==> config.mk <==
export PLATFORM = sky130hd
export DESIGN_NAME = pte_ctrl
export DESIGN_NICKNAME = d
export VERILOG_FILES = /design/src/pte_pkg.sv /design/src/pte_ctrl.sv
export SDC_FILE = /design/constraint.sdc
export NUM_CORES = 1
export LEC_CHECK = 0
export BUFFER_PORTS_ARGS = -buffer_cell sky130_fd_sc_hd__buf_4
export CORE_AREA = 3 3 40 42
export CTS_BUF_LIST = sky130_fd_sc_hd__clkbuf_4 sky130_fd_sc_hd__clkbuf_8 sky130_fd_sc_hd__clkbuf_16
export CTS_CLUSTER_DIAMETER = 120
export CTS_CLUSTER_SIZE = 16
export DETAILED_ROUTE_END_ITERATION = 12
export DIE_AREA = 0 0 43 45
export SLEW_MARGIN = 10
export SYNTH_ARGS = -nofsm -noshare
export SYNTH_HDL_FRONTEND = slang
export SYNTH_SLANG_ARGS = --single-unit
==> constraint.sdc <==
create_clock -name clock -period 1.35 [get_ports clock]
set_clock_uncertainty 0.15 [all_clocks]
set_input_delay 0.0675 -clock clock [delete_from_list [all_inputs] [get_ports clock]]
set_output_delay 0.0675 -clock clock [all_outputs]
set_load 0.03 [all_outputs]
==> src/pte_pkg.sv <==
// ----------------------------------------------------------------------------
// pte_pkg
// Shared widths, constants, types and the arctangent table for the pose to
// Euler angle and velocity core.
// ----------------------------------------------------------------------------
package pte_pkg;

   localparam int StampW   = 48;
   localparam int PosW     = 32;
   localparam int QuatW    = 16;
   localparam int AngW     = 16;
   localparam int PitchW   = 15;
   localparam int VelW     = 32;
   localparam int MinDtW   = 20;
   localparam int ReqDataW = 208;
   localparam int RspDataW = 192;

   localparam int QuatFracBits = 14;
   localparam int CordicSteps  = 16;
   localparam int T30Shift     = 30 - 2 * QuatFracBits;

   localparam int ScW  = 36;
   localparam int CorW = 44;
   localparam int ZW   = 34;
   localparam int NumW = 53;

   localparam logic [MinDtW-1:0] MinDtReset = 20'd8000;
   localparam logic [MinDtW-1:0] UsPerS     = 20'd1000000;
   localparam logic signed [ZW-1:0] HalfPiQ30 = 34'sd1686629713;
   localparam logic signed [17:0] PiQ13     = 18'sd25736;
   localparam logic signed [17:0] HalfPiQ13 = 18'sd12868;

   typedef enum logic [3:0] {
      ST_IDLE,
      ST_PREP1,
      ST_PREP2,
      ST_PREP3,
      ST_START,
      ST_ROLL,
      ST_YAW,
      ST_PITCH,
      ST_DONE
   } state_type;

   typedef enum logic [1:0] {
      SEL_ROLL,
      SEL_YAW,
      SEL_PITCH
   } angle_sel_type;

   typedef struct packed {
      logic          capture;
      logic          prep1;
      logic          prep2;
      logic          prep3;
      logic          start_div;
      logic          start_sqrt;
      logic          cordic_start;
      angle_sel_type cordic_sel;
      logic          store_roll;
      logic          store_yaw;
      logic          store_pitch;
      logic          out_load;
   } cmd_type;

   typedef struct packed {
      logic cordic_busy;
      logic sqrt_busy;
      logic div_busy;
   } stat_type;

   function automatic logic [31:0] atan_entry(input logic [4:0] idx);
      logic [31:0] v;
      case (idx)
         5'd0:    v = 32'h3243F6A8;
         5'd1:    v = 32'h1DAC6705;
         5'd2:    v = 32'h0FADBAFC;
         5'd3:    v = 32'h07F56EA6;
         5'd4:    v = 32'h03FEAB76;
         5'd5:    v = 32'h01FFD55B;
         5'd6:    v = 32'h00FFFAAA;
         5'd7:    v = 32'h007FFF55;
         5'd8:    v = 32'h003FFFEA;
         5'd9:    v = 32'h001FFFFD;
         5'd10:   v = 32'h000FFFFF;
         5'd11:   v = 32'h0007FFFF;
         5'd12:   v = 32'h0003FFFF;
         5'd13:   v = 32'h0001FFFF;
         5'd14:   v = 32'h0000FFFF;
         5'd15:   v = 32'h00007FFF;
         5'd16:   v = 32'h00003FFF;
         5'd17:   v = 32'h00001FFF;
         5'd18:   v = 32'h00000FFF;
         5'd19:   v = 32'h000007FF;
         5'd20:   v = 32'h000003FF;
         5'd21:   v = 32'h000001FF;
         5'd22:   v = 32'h000000FF;
         5'd23:   v = 32'h0000007F;
         5'd24:   v = 32'h0000003F;
         5'd25:   v = 32'h0000001F;
         5'd26:   v = 32'h0000000F;
         5'd27:   v = 32'h00000008;
         5'd28:   v = 32'h00000004;
         5'd29:   v = 32'h00000002;
         5'd30:   v = 32'h00000001;
         default: v = 32'h00000000;
      endcase
      return v;
   endfunction

endpackage

==> src/pte_ctrl.sv <==
// ----------------------------------------------------------------------------
// pte_ctrl
// Sequencer: accepts an item, steps the datapath through setup, runs the
// CORDIC unit for roll, yaw and pitch, and loads the result register.
// ----------------------------------------------------------------------------
module pte_ctrl (
   input  logic              clock,
   input  logic              reset,
   input  logic              req_tvalid,
   output logic              req_tready,
   output logic              rsp_tvalid,
   input  logic              rsp_tready,
   input  pte_pkg::stat_type stat,
   output pte_pkg::cmd_type  cmd
);

   pte_pkg::state_type state_ff, state_in;
   logic               rsp_tvalid_ff;

   always_ff @(posedge clock) begin
      if (reset) begin
         state_ff      <= pte_pkg::ST_IDLE;
         rsp_tvalid_ff <= 1'b0;
      end else begin
         state_ff <= state_in;
         if (cmd.out_load) begin
            rsp_tvalid_ff <= 1'b1;
         end else if (rsp_tready) begin
            rsp_tvalid_ff <= 1'b0;
         end
      end
   end

   always_comb begin
      state_in       = state_ff;
      cmd            = '0;
      cmd.cordic_sel = pte_pkg::SEL_ROLL;
      case (state_ff)
         pte_pkg::ST_IDLE: begin
            if (req_tvalid) begin
               cmd.capture = 1'b1;
               state_in    = pte_pkg::ST_PREP1;
            end
         end
         pte_pkg::ST_PREP1: begin
            cmd.prep1 = 1'b1;
            state_in  = pte_pkg::ST_PREP2;
         end
         pte_pkg::ST_PREP2: begin
            cmd.prep2 = 1'b1;
            state_in  = pte_pkg::ST_PREP3;
         end
         pte_pkg::ST_PREP3: begin
            cmd.prep3 = 1'b1;
            state_in  = pte_pkg::ST_START;
         end
         pte_pkg::ST_START: begin
            cmd.start_div    = 1'b1;
            cmd.start_sqrt   = 1'b1;
            cmd.cordic_start = 1'b1;
            state_in         = pte_pkg::ST_ROLL;
         end
         pte_pkg::ST_ROLL: begin
            if (!stat.cordic_busy) begin
               cmd.store_roll   = 1'b1;
               cmd.cordic_start = 1'b1;
               cmd.cordic_sel   = pte_pkg::SEL_YAW;
               state_in         = pte_pkg::ST_YAW;
            end
         end
         pte_pkg::ST_YAW: begin
            if (!stat.cordic_busy && !stat.sqrt_busy) begin
               cmd.store_yaw    = 1'b1;
               cmd.cordic_start = 1'b1;
               cmd.cordic_sel   = pte_pkg::SEL_PITCH;
               state_in         = pte_pkg::ST_PITCH;
            end
         end
         pte_pkg::ST_PITCH: begin
            if (!stat.cordic_busy) begin
               cmd.store_pitch = 1'b1;
               state_in        = pte_pkg::ST_DONE;
            end
         end
         pte_pkg::ST_DONE: begin
            if (!stat.div_busy && (!rsp_tvalid_ff || rsp_tready)) begin
               cmd.out_load = 1'b1;
               state_in     = pte_pkg::ST_IDLE;
            end
         end
         default: begin
            state_in = pte_pkg::ST_IDLE;
         end
      endcase
   end

   assign req_tready = (state_ff == pte_pkg::ST_IDLE);
   assign rsp_tvalid = rsp_tvalid_ff;

   a_idle_units_quiet: assert property (@(posedge clock) disable iff (reset)
      (state_ff == pte_pkg::ST_IDLE) |-> !stat.cordic_busy && !stat.sqrt_busy
                                         && !stat.div_busy)
      else $error("unit busy while idle");

   a_load_after_units: assert property (@(posedge clock) disable iff (reset)
      cmd.out_load |-> !stat.div_busy && !stat.cordic_busy)
      else $error("result loaded before units finished");

   a_pitch_needs_sqrt: assert property (@(posedge clock) disable iff (reset)
      (cmd.cordic_start && cmd.cordic_sel == pte_pkg::SEL_PITCH) |-> !stat.sqrt_busy)
      else $error("pitch started before square root finished");

   a_load_shows_valid: assert property (@(posedge clock) disable iff (reset)
      cmd.out_load |=> rsp_tvalid)
      else $error("loaded result not presented");

endmodule
==> results by stage, run 1 <==
Run status:
- The run finished, with violations left.
- The final reports fail on setup timing.

Drt:
- After detailed routing, the number of remaining DRC violations is 0.
- After detailed routing, the average wire length per cell comes to ~13 um.
- The number of iterations in the first detailed-routing pass is 3.
- The overall routed net length is between 1000 and 1500 um.
- For this block, the initial DRC count from the detailed router was 1.
- For this block, the via count after detailed routing is between 400 and 500.
- The number of antenna-violating nets in the routed design is 0.
- The via count normalized by instance count is ~4.9.

Final layout:
- After the last flow step, the layout net total stands at 90.
- The total of fill cells in the finished design is roughly 110.
- The share of final-layout standard cells stronger than drive strength 1 is 0.720.
- The final standard cell count with taps included and fillers excluded is between 90 and 100.
- The top cell types in the final layout, fill and taps aside, are 18 x sky130_fd_sc_hd__buf_4, 16 x sky130_fd_sc_hd__buf_6, 5 x sky130_fd_sc_hd__nor4b_4, 4 x sky130_fd_sc_hd__nor3_1, 4 x sky130_fd_sc_hd__clkbuf_4.
- Leaving out fill and tap cells, the most frequent cell in the layout is sky130_fd_sc_hd__buf_4.
- The number of antenna diodes in the final layout is 0.
- The area growth from synthesis to layout is 127%.

Timing:
- Setup violations remaining at the end of the flow were counted as 12.
- At the pin with the least slew margin, the transition time is around 0.24 ns.
- The max-slew violation count is 0.
- The number of hold-slack violations in the final timing report was 0.
- The headroom to the max-slew limit is 0.838.
- Setup repair after global routing could not meet its margin everywhere.
- The final critical delay including setup and external delays is approximately 1.5 ns.
- The final cycle utilization of the critical path is 1.11.
- The fmax is roughly 670 MHz.
- Hold timing on the final database bottoms out at a slack of slightly below 0.01 ns.
- After layout, the worst setup slack is -0.144 ns.

Yosys:
- After synthesis, the cell types taking the most area are sky130_fd_sc_hd__dfxtp_1 26%, sky130_fd_sc_hd__nor4b_1 12%, sky130_fd_sc_hd__nor3_1 7.9%.
- Dividing the synthesized area by the synthesized cell count gives approximately 7.9 um^2.
- The number of flops mapped to enable cells by yosys is 0.
- Of the post-synthesis cell area, the part taken by muxes is 0.
- The mapped cell area is approximately 380 um^2.
- The synthesized design contains 5 register bits.
- The Yosys warning count is 0.
- Of the total synthesized cell area, the portion taken by full adders, half adders and majority gates is 0.
- Of the post-synthesis cell area, the dominant cell type holds 0.265.
- For this run, the register share of the synthesized area comes to 0.265.
- Of the total synthesized cell area, the portion taken by AND, OR, NAND and NOR gates is 0.487.
- The synthesized-area fraction occupied by xor and xnor cells is 0.0232.
- The area fraction in compound gates after synthesis is 0.109.
- For this run, asynchronously set or reset flops after synthesis account for 0.
- The gate count of the mapped netlist is 48.
- After synthesis, the netlist uses 24 different library cells.
- The flip-flop cell with the highest count after synthesis is sky130_fd_sc_hd__dfxtp_1.
- Counting every net in the synthesized netlist gives 55.
- By area, the combinational part of the netlist is dominated by simple AND/OR/NAND/NOR gates.
- sky130_fd_sc_hd__dfxtp_1 takes more of the synthesized area than any other cell.

Critical path:
- The length in cells of the worst reg-to-reg path is 5.
- STA classifies the critical path startpoint as a flip-flop.
- Of all nets on the critical path, the largest fanout is 5.
- The critical path is of the flip-flop to primary output type.
- The critical path runs through a total of 5 cells.
- The most numerous cell type found on the critical path is sky130_fd_sc_hd__buf_6.
- On the worst path, the slowest cell contributes a delay of ~0.36 ns.
- Walking the worst path, the cells encountered are buf_6 > o21a_1 > o22ai_1 > and3b_1 > buf_6.
- STA puts the critical path data arrival time at between 1 and 1.5 ns.
- The endpoint required time on the critical path is between 1 and 1.5 ns.
- The cell type group with the largest total delay on the critical path is flip-flops.
- For this design, the slowest cell found on the critical path is sky130_fd_sc_hd__dfxtp_4.
- The sort of element at the end of the critical path is a primary output.
- Counting both buffers and inverters, the worst setup path holds a total of 2.

GRT:
- For this run, the total global-route usage over all layers was measured as 0.133.
- For this run the aggregate overflow at the end of global routing stands at 0.
- The first-pass GRT wire length is 2020 um.
- The maximum number of pins on one net before global-route repair is 9.
- The number of global-route vias before repair is 479.
- The number of antenna violations at the first check in global routing is 0.

Floorplan:
- The region available for standard cell placement spans roughly 1300 um^2.
- The height of the die is 45 um.
- The number of top-level pins is 22.
- The starting density of the core is 0.294.
- The horizontal die dimension is roughly 43 um.
- The number of placement rows is 13.
- The die area is 1940 um^2.

Placed design:
- Detailed placement finished with a half-perimeter wire length of ~940 um.
- The pre-CTS setup slack is ~0.0018 ns.
- The count of buffers from port buffering is 21.
- The number of cells in the design after placement is 88.
- The routability congestion estimate is 0.769.

Clock tree:
- Clock latency on the worst-skew pair, taken at its later pin, is about 0.23 ns.
- The clock-pin transition on the worst setup and hold timing paths is 0.04 ns.
- The longest clock path from root to sink contains 2 buffers.
- Clock tree synthesis selected as its root buffer the cell sky130_fd_sc_hd__clkbuf_4.
- The clock net in this run drives a total of 5 sinks.
- CTS built an H-tree with a depth of 1.
- TritonCTS built the clock tree.
- The number of buffers added by the clock tree synthesis step is 3.

Pwr:
- In this run the static leakage power is around 0.36 nW.
- VDD sags by at most roughly 530 uV.
- The sum of internal, switching and leakage power is between 0.0006 and 0.0007 W.
- Dividing total power by cell area gives a power density of slightly below 800 nW/um^2.

Job:
- The count of max-cap constraint violations is 0.

Hold path:
- The tightest min-delay check is of the input pin to flip-flop type.
- The number of cells traversed by the worst hold path is 3.
## state kept, by name (all words and copies together) (netlist names)
| signal | cells |
|---|---|
| rsp_tvalid | 1 |
| state_ff | 4 |
## cells in the mapped netlist, types with 2 or more instances
cell type / n
sky130_fd_sc_hd__buf_2: 2
sky130_fd_sc_hd__a21oi_1: 3
sky130_fd_sc_hd__buf_4: 2
sky130_fd_sc_hd__nor4b_1: 5
sky130_fd_sc_hd__or3_1: 2
sky130_fd_sc_hd__nor2_1: 4
sky130_fd_sc_hd__nand2b_1: 2
sky130_fd_sc_hd__nor3_1: 6
sky130_fd_sc_hd__nand2_1: 2
sky130_fd_sc_hd__inv_1: 2
sky130_fd_sc_hd__dfxtp_1: 5
## layer usage
metal	GRT usage	wire length, um	vias up
met2	0.260	697	9
li1	-	-	243
met5	0	0	-
met4	0.0361	0	0
met3	0.0120	49	0
met1	0.155	495	222
## cells by family after synthesis
group | after synthesis
xor gates and xnor gates | 1
and+or+nand+nor | 28
DFF | 5
buffers and inverters | 7
AOI/OAI and AO/OA | 7
## path summary, 6_finish.rpt
| path | slack (ns) | start | to |
|---|---|---|---|
| worst min register to register | 0.40 | state_ff[3] | state_ff[1] |
| worst min-delay path | 0.01 | stat[0] | state_ff[3] |
| worst max-delay path | -0.14 | state_ff[1] | cmd[6] |
| worst max register to register | 0.08 | state_ff[2] | state_ff[1] |
## tightest hold or removal path: stages
cell and delay (ns):
sky130_fd_sc_hd__buf_4 0.08, sky130_fd_sc_hd__o21ai_1 0.06, sky130_fd_sc_hd__a21oi_1 0.14
## per-stage QoR
step                TNS (ns)  utilization  cell area, um^2
floorplan             -0.601            -              437
global placement           0        0.501              644
detailed placement         0        0.501              644
CTS                    -1.36        0.587              754
global route           -2.02        0.667              857
finish                 -1.19        0.667              857
## power by group
group | internal (W) | leakage [nW] | switching, W
clock network | 0.000131 | 0.0184 | 0.0000539
logic | 0.000149 | 0.295 | 0.000153
registers | 0.000159 | 0.0433 | 0.0000234
## what timing repair did
item                                   CTS  global route
resized for setup                       18            17
buffers inserted                         1             3
pin swaps                                3             9
hold buffers                             1             0
setup endpoints to repair               14            14
endpoints found under the hold margin    5             0
## area by class of cell
type                       instances  area (um^2)  share of cell area
multi-input combinational         36          363               0.423
timing repair buffer              35          325               0.380
tap                               15         18.8              0.0219
sequential                         5          113               0.131
clock buffer                       4         30.0              0.0350
inverter                           2         7.51             0.00876
(Power assumes the default switching activity.)
==> inputs of run 2 (changes only) <==
clock period = 1.9 ns   (was 1.35 ns; I/O delays follow)
==> run 2 against run 1 <==
Compared with the run above: the flow now finishes without violations; clock power shrank 28%; sequential share of layout area grew 4.3 points; sequential power shrank 30%; die area is the same; flip-flop and latch count is the same; critical path depth shrank 1; first-iteration DRC count grew to 11 times the previous value; worst setup slack gained 0.28 ns; hold slack gained 0.021 ns; via count shrank 11%; global-route usage shrank 2.5 points; utilization shrank 22 points; critical path type unchanged.
==> results by stage, run 2 (same netlist as run 1, synthesis figures left out) <==
Run status:
- The run finished with clean final reports.

Drt:
- In the final routed layout, each cell accounts on average for 11.2 um.
- The number of antenna-violating nets in the routed design is 0.
- The final layout contains routed wiring with a total length of between 900 and 1000 um.
- The post-route DRC violation count is 0.
- The number of DRC markers in iteration 0 is 11.
- The detailed-route via count is 422.
- Before antenna repair, the detailed router went through 3 iterations.
- Dividing the detail-routed via count by the number of cells gives roughly 4.9.

Pwr:
- VDD sags by at most approximately 370 uV.
- The design draws around 0.0004 W.
- The power density over cell area is ~690 nW/um^2.
- Summed over all cells, the static leakage comes to 0.258 nW.

Placed design:
- The number of cells in the design after placement is 81.
- The final HPWL from detailed placement is about 770 um.
- In this run the tool buffered the top-level ports with 21 buffer cells.
- The routability congestion estimate is ~0.66.

GRT:
- The number of global-route vias before repair is 380.
- In the global route stage, overall resource usage came out at 0.108.
- The first global-routing pass estimated between 1500 and 2000 um of wire.
- The maximum number of pins on one net before global-route repair is 13.
- The sum of overflow across all layers after global routing is 0.
- The number of antenna violations at the first check in global routing is 0.

Floorplan:
- The number of placement rows is 13.
- Measured along the y axis, the die boundary spans around 45 um.
- From left edge to right edge, the die measures 43 um.
- The number of top-level pins is 22.
- The die area is just under 2000 um^2.
- The starting density of the core is 0.294.
- The core region is ~1300 um^2.

Clock tree:
- The root buffer cell chosen for the clock tree is sky130_fd_sc_hd__clkbuf_4.
- The number of H-tree branching levels is 1.
- The number of buffers added by the clock tree synthesis step is 3.
- The buffer depth of the longest clock path is 2.
- Post-CTS timing repair inserted 0 buffers for setup.
- TritonCTS built the clock tree.
- Counting every sink on the clock net gives 5.
- For the worst-skew pair, the clock arrives at the later sink with an insertion delay of approximately 0.24 ns.
- Clock-pin slew was measured on the worst setup and hold paths at 0.04 ns.

Job:
- The count of max-cap constraint violations is 0.

Hold path:
- The class of the tightest hold or removal check is input pin to flip-flop.
- For hold timing, the worst endpoint is state_ff[3].
- The number of cells traversed by the worst hold path is 3.
- The startpoint of the worst hold path is stat[0].

Critical path:
- The most critical setup path has its startpoint at state_ff[1].
- The critical path is of the flip-flop to primary output type.
- Data on the critical path is required at its endpoint by 1.65 ns.
- Along the worst path, the maximum fanout reaches 10.
- The setup slack of the most critical reg-to-reg path is between 0.4 and 0.5 ns.
- The data arrival time of the worst path is approximately 1.5 ns.
- The startpoint identified for the worst register-to-register timing path is state_ff[1].
- The worst setup path is captured at a primary output.
- The number of cells on the worst reg-to-reg path is 3.
- STA classifies the critical path startpoint as a flip-flop.
- The capturing point of the worst reg2reg path is state_ff[3].

Final layout:
- For this run, the post-layout net count is between 70 and 80.
- Excluding fillers, the count of instances in the completed layout stands at 86.
- The library cells used most frequently in the layout, excluding fill and tap cells, are 23 x sky130_fd_sc_hd__buf_4, 6 x sky130_fd_sc_hd__nor3_1.
- The most common library cell in the layout ignoring fill and taps is sky130_fd_sc_hd__buf_4.
- The core utilization of the finished layout is 0.452.
- The number of flip-flops in the largest register is 4.
- The area growth from synthesis to layout is 53.6%.
- The share of final-layout standard cells stronger than drive strength 1 is 0.437.
- 0 antenna diodes ended up in the layout.
- The top register by number of flip-flops is state_ff.

Timing:
- The headroom to the max-slew limit is 0.758.
- At the pin with the least slew margin, the transition time is ~0.36 ns.
- The max-slew violation count is 0.
- The worst slack on hold paths is about 0.03 ns.
- Timing would allow up to roughly 570 MHz.
- Of the available clock period, the critical path in the final layout requires 0.927.
- Setup repair after global routing left no endpoint under its margin.
- The final critical delay including setup and external delays is 1.76 ns.
- The total of endpoints with negative setup slack in the final report is 0.
- The number of hold-slack violations in the final timing report is 0.
- For the final routed database, the setup TNS stands at 0 ns.
==> run 2: per-stage QoR <==
step | worst slack [ns] | area (um^2)
2_1_floorplan | 0.0710 | 384
3_3_place_gp | 0.410 | 539
3_5_place_dp | 0.354 | 539
4_1_cts | 0.0958 | 579
5_1_grt | 0.0211 | 581
6_report | 0.139 | 581
==> run 2: area by class of cell <==
| class | count | area [um^2] |
|---|---|---|
| fill | 136 | 704 |
| sequential | 5 | 101 |
| tap | 15 | 18.8 |
| clock buffer | 4 | 30.0 |
| inverter | 2 | 7.51 |
| timing repair buffer | 24 | 183 |
| multi-input combinational | 36 | 240 |
==> run 2: worst max-delay path by stage <==
stage          endpoint  slack (ns)
2_1_floorplan    cmd[3]        0.07
5_1_grt          cmd[5]        0.02
3_3_place_gp     cmd[1]        0.41
3_5_place_dp     cmd[1]        0.35
6_report         cmd[1]        0.14
4_1_cts          cmd[1]         0.1
==> run 2: power breakdown <==
| part | internal, W | switching (W) |
|---|---|---|
| Combinational | 0.0000616 | 0.0000755 |
| Sequential | 0.000112 | 0.0000168 |
| Clock | 0.0000934 | 0.0000396 |
==> run 2: repair_timing <==
item	CTS	global route
hold buffers	1	0
endpoints found under the setup margin	0	3
gates resized for setup	0	1
hold endpoints to repair	4	0
==> run 2: layer usage <==
metal | vias up | GRT usage | routed length, um
met5 | - | 0 | 0
met4 | 0 | 0.0542 | 0
met3 | 0 | 0.0319 | 69
met2 | 14 | 0.162 | 420
met1 | 188 | 0.143 | 472
li1 | 220 | - | -
==> run 2: critical path, stage by stage (launching register included) <==
cell,delay (ns)
sky130_fd_sc_hd__dfxtp_1,0.52
sky130_fd_sc_hd__nand2_1,0.19
sky130_fd_sc_hd__or3_1,0.36
sky130_fd_sc_hd__inv_1,0.06
sky130_fd_sc_hd__buf_4,0.15
==> inputs of run 3 (changes only) <==
--- a/constraint.sdc
+++ b/constraint.sdc
@@ -3,3 +3,3 @@
 set_input_delay 0.095 -clock clock [delete_from_list [all_inputs] [get_ports clock]]
 set_output_delay 0.095 -clock clock [all_outputs]
-set_load 0.03 [all_outputs]
+set_load 0.1 [all_outputs]
==> run 3 against run 2 <==
Compared with the run above: highest routed layer unchanged; largest power group unchanged; critical path depth unchanged; first-iteration DRC count is 36% lower; hold slack got worse by 0.018 ns; critical path type unchanged; die area did not move.
==> results by stage, run 3 (same netlist as run 1, synthesis figures left out) <==
Pwr:
- The power density over cell area is between 700 and 800 nW/um^2.
- The switching component of the power is around 0.00025 W.
- The maximum resistive drop on vdd is approximately 400 uV.
- Of the total power, the share spent switching nets is 0.466.
- Internal power comes to around 0.00029 W.
- The share of total power dissipated in the clock network is 0.255.
- Of the total power, combinational logic draws 0.518.
- For this design the static power due to leakage is roughly 0.30 nW.
- The fraction of power consumed by sequential logic is 0.228.
- The sum of internal, switching and leakage power is roughly 0.00054 W.

Clock tree:
- The clock drives 5 sinks.
- Clock tree synthesis inserted a total of 3 buffers.
- In this run the clock root is driven by a sky130_fd_sc_hd__clkbuf_4.
- The clock-pin transition on the worst setup and hold timing paths is ~0.05 ns.
- After clock tree synthesis, the setup repair step added 0 buffers.
- TritonCTS built the clock tree.
- The number of H-tree branching levels is 1.
- The clock latency on the worst-skew pair is 0.24 ns.
- The buffer depth of the longest clock path is 2.

Drt:
- The number of antenna-violating nets in the routed design is 0.
- The number of iterations in the first detailed-routing pass is 3.
- The via count normalized by instance count is between 4 and 5.
- Wire segments on met2 add up to roughly 450 um in the final route.
- The met1 layer wirelength in the final routing is 465 um.
- The routed layout has between 400 and 500 vias.
- The average wire length per cell after detail routing is 10.9 um.
- For this block, the initial DRC count from the detailed router was 7.
- The post-route DRC violation count is 0.
- Routed signal wires occupy layers up through met3.
- Summed over all nets, wire length on met3 after detailed routing comes to around 65 um.
- The routed design has 982 um of wire.

Floorplan:
- The floorplan step set the die height to ~45 um.
- The total area inside the core boundary comes to approximately 1300 um^2.
- The die is between 40 and 50 um wide.
- The starting density of the core is 0.294.
- The number of placement rows is 13.
- 22 I/O pins were placed.
- The die area is 1940 um^2.

Final layout:
- The most common library cell in the layout ignoring fill and taps is sky130_fd_sc_hd__buf_4.
- Once layout is complete, the utilization of the core stands at 0.543.
- The library cells used most frequently in the layout, excluding fill and tap cells, are 27 x sky130_fd_sc_hd__buf_4, 5 x sky130_fd_sc_hd__dfxtp_1, 4 x sky130_fd_sc_hd__nor3_1, 4 x sky130_fd_sc_hd__clkbuf_4.
- For this run, the number of standard cells in the final layout without fillers is 90.
- The antenna diode count is 0.
- The top register by number of flip-flops is state_ff.
- After the last flow step, the layout net total stands at 83.
- The area growth from synthesis to layout is 84.8%.
- In the final layout, the share of cells above drive strength 1 is 0.573.
- The register with the most flip-flops in the layout has 4 of them.

Timing:
- The setup slack after layout is a little over 0.1 ns.
- The final critical delay including setup and external delays is 1.80 ns.
- For this run, the top clock speed supported by timing is ~560 MHz.
- The measured slew at the worst slew-check pin is between 0.3 and 0.4 ns.
- The number of hold-slack violations in the final timing report is 0.
- In the finished design, the share of the clock period the worst path needs comes to 0.946.
- Setup violations remaining at the end of the flow were counted as 0.
- The worst pin sits at a relative slew slack of 0.796.
- The max-slew violation count is 0.
- On the final layout, the worst hold slack is about 0.013 ns.

Placed design:
- At the end of routability-driven placement, the weighted congestion stood at 0.768.
- During placement, the flow inserted port buffers numbering 21.
- After detailed placement, the design holds a cell count of 85.
- At the placement stage, the worst setup path has a slack of approximately 0.29 ns.
- The final HPWL from detailed placement is between 800 and 900 um.

Critical path:
- The worst register-to-register path has a setup slack of around 0.54 ns.
- The slowest stage of the critical path belongs to the cell sky130_fd_sc_hd__dfxtp_1.
- Traced cell by cell, the critical path runs through nand2_2 > or3_1 > inv_1 > buf_4.
- Along the worst path, the maximum fanout reaches 5.
- The largest incremental delay on the critical path is about 0.45 ns.
- In this run the critical register-to-register path is launched from state_ff[1].
- STA classifies the critical path endpoint as a primary output.
- The launch point of the critical path is state_ff[2].
- The endpoint required time on the critical path is about 1.7 ns.
- Broken down by cell family, the worst path's largest delay share belongs to simple AND/OR/NAND/NOR gates.
- The kind of start point of the critical path is a flip-flop.
- The data arrival time of the worst path is 1.55 ns.
- The critical path contains buffers and inverters numbering 2 combined.
- The setup path with the least slack is of type flip-flop to primary output.

GRT:
- Entering global routing, the biggest net connects 10 pins.
- The number of antenna violations at the first check in global routing was 0.
- The number of global-route vias before repair was 407.
- The sum of overflow across all layers after global routing is 0.
- The first-pass GRT wire length is ~1700 um.
- The overall fraction of global-route tracks in use is 0.114.

Job:
- The count of max-cap constraint violations is 0.

Hold path:
- The startpoint of the worst hold path is stat[0].
- The tightest min-delay check is of the input pin to flip-flop type.

Run status:
- The flow ran to the end, and the final reports show no timing, DRC or antenna violations.
[run 3: changes by cell type in the layout (fill, tap and decap cells not counted), moves of 2 or more]
cell                      previous run  this run
sky130_fd_sc_hd__nor4b_4             0         3
sky130_fd_sc_hd__nor4b_1             4         0
sky130_fd_sc_hd__buf_4              23        27
sky130_fd_sc_hd__nor3_1              6         4
[run 3: cell type report]
class,instances,area [um^2]
sequential,5,100
multi-input combinational,36,329
clock buffer,4,30.0
tap,15,18.8
fill,121,587
timing repair buffer,28,213
inverter,2,7.51
[run 3: worst paths after layout]
path | depth (start not counted) | endpoint
worst min register to register | 3 | state_ff[3]
worst max register to register | 4 | state_ff[0]
worst min-delay path | 3 | state_ff[3]
worst max-delay path | 4 | cmd[1]
[run 3: per-layer routing]
layer  vias up  global-route usage
li1        227                   -
met2        11               0.186
met4         0              0.0542
met3         0              0.0159
met1       193               0.148
met5         -                   0
[run 3: power groups by stage]
stage	Clock (W)	Combinational (W)	Sequential [W]
floorplan	0	0.000223	0.000120
finish	0.000136	0.000277	0.000122
CTS	0.000140	0.000279	0.000121
global placement	0	0.000276	0.000123
detailed placement	0	0.000277	0.000123
global route	0.000146	0.000290	0.000123
[run 3: timing repair]
| action | CTS | global route |
|---|---|---|
| endpoints found under the hold margin | 4 | 0 |
| hold buffers | 1 | 0 |
| setup endpoints to repair | 0 | 1 |
| resized for setup | 0 | 1 |
[run 3: stage by stage]
stage	cell area (um^2)	setup TNS, ns
floorplan	480	-2.38
global placement	656	0
detailed placement	656	0
CTS	696	0
global route	698	-0.000171
finish	698	0
[run 3: worst min-delay path, stage by stage]
cell and delay (ns):
sky130_fd_sc_hd__buf_4 0.08, sky130_fd_sc_hd__o21ai_1 0.06, sky130_fd_sc_hd__a21oi_1 0.12
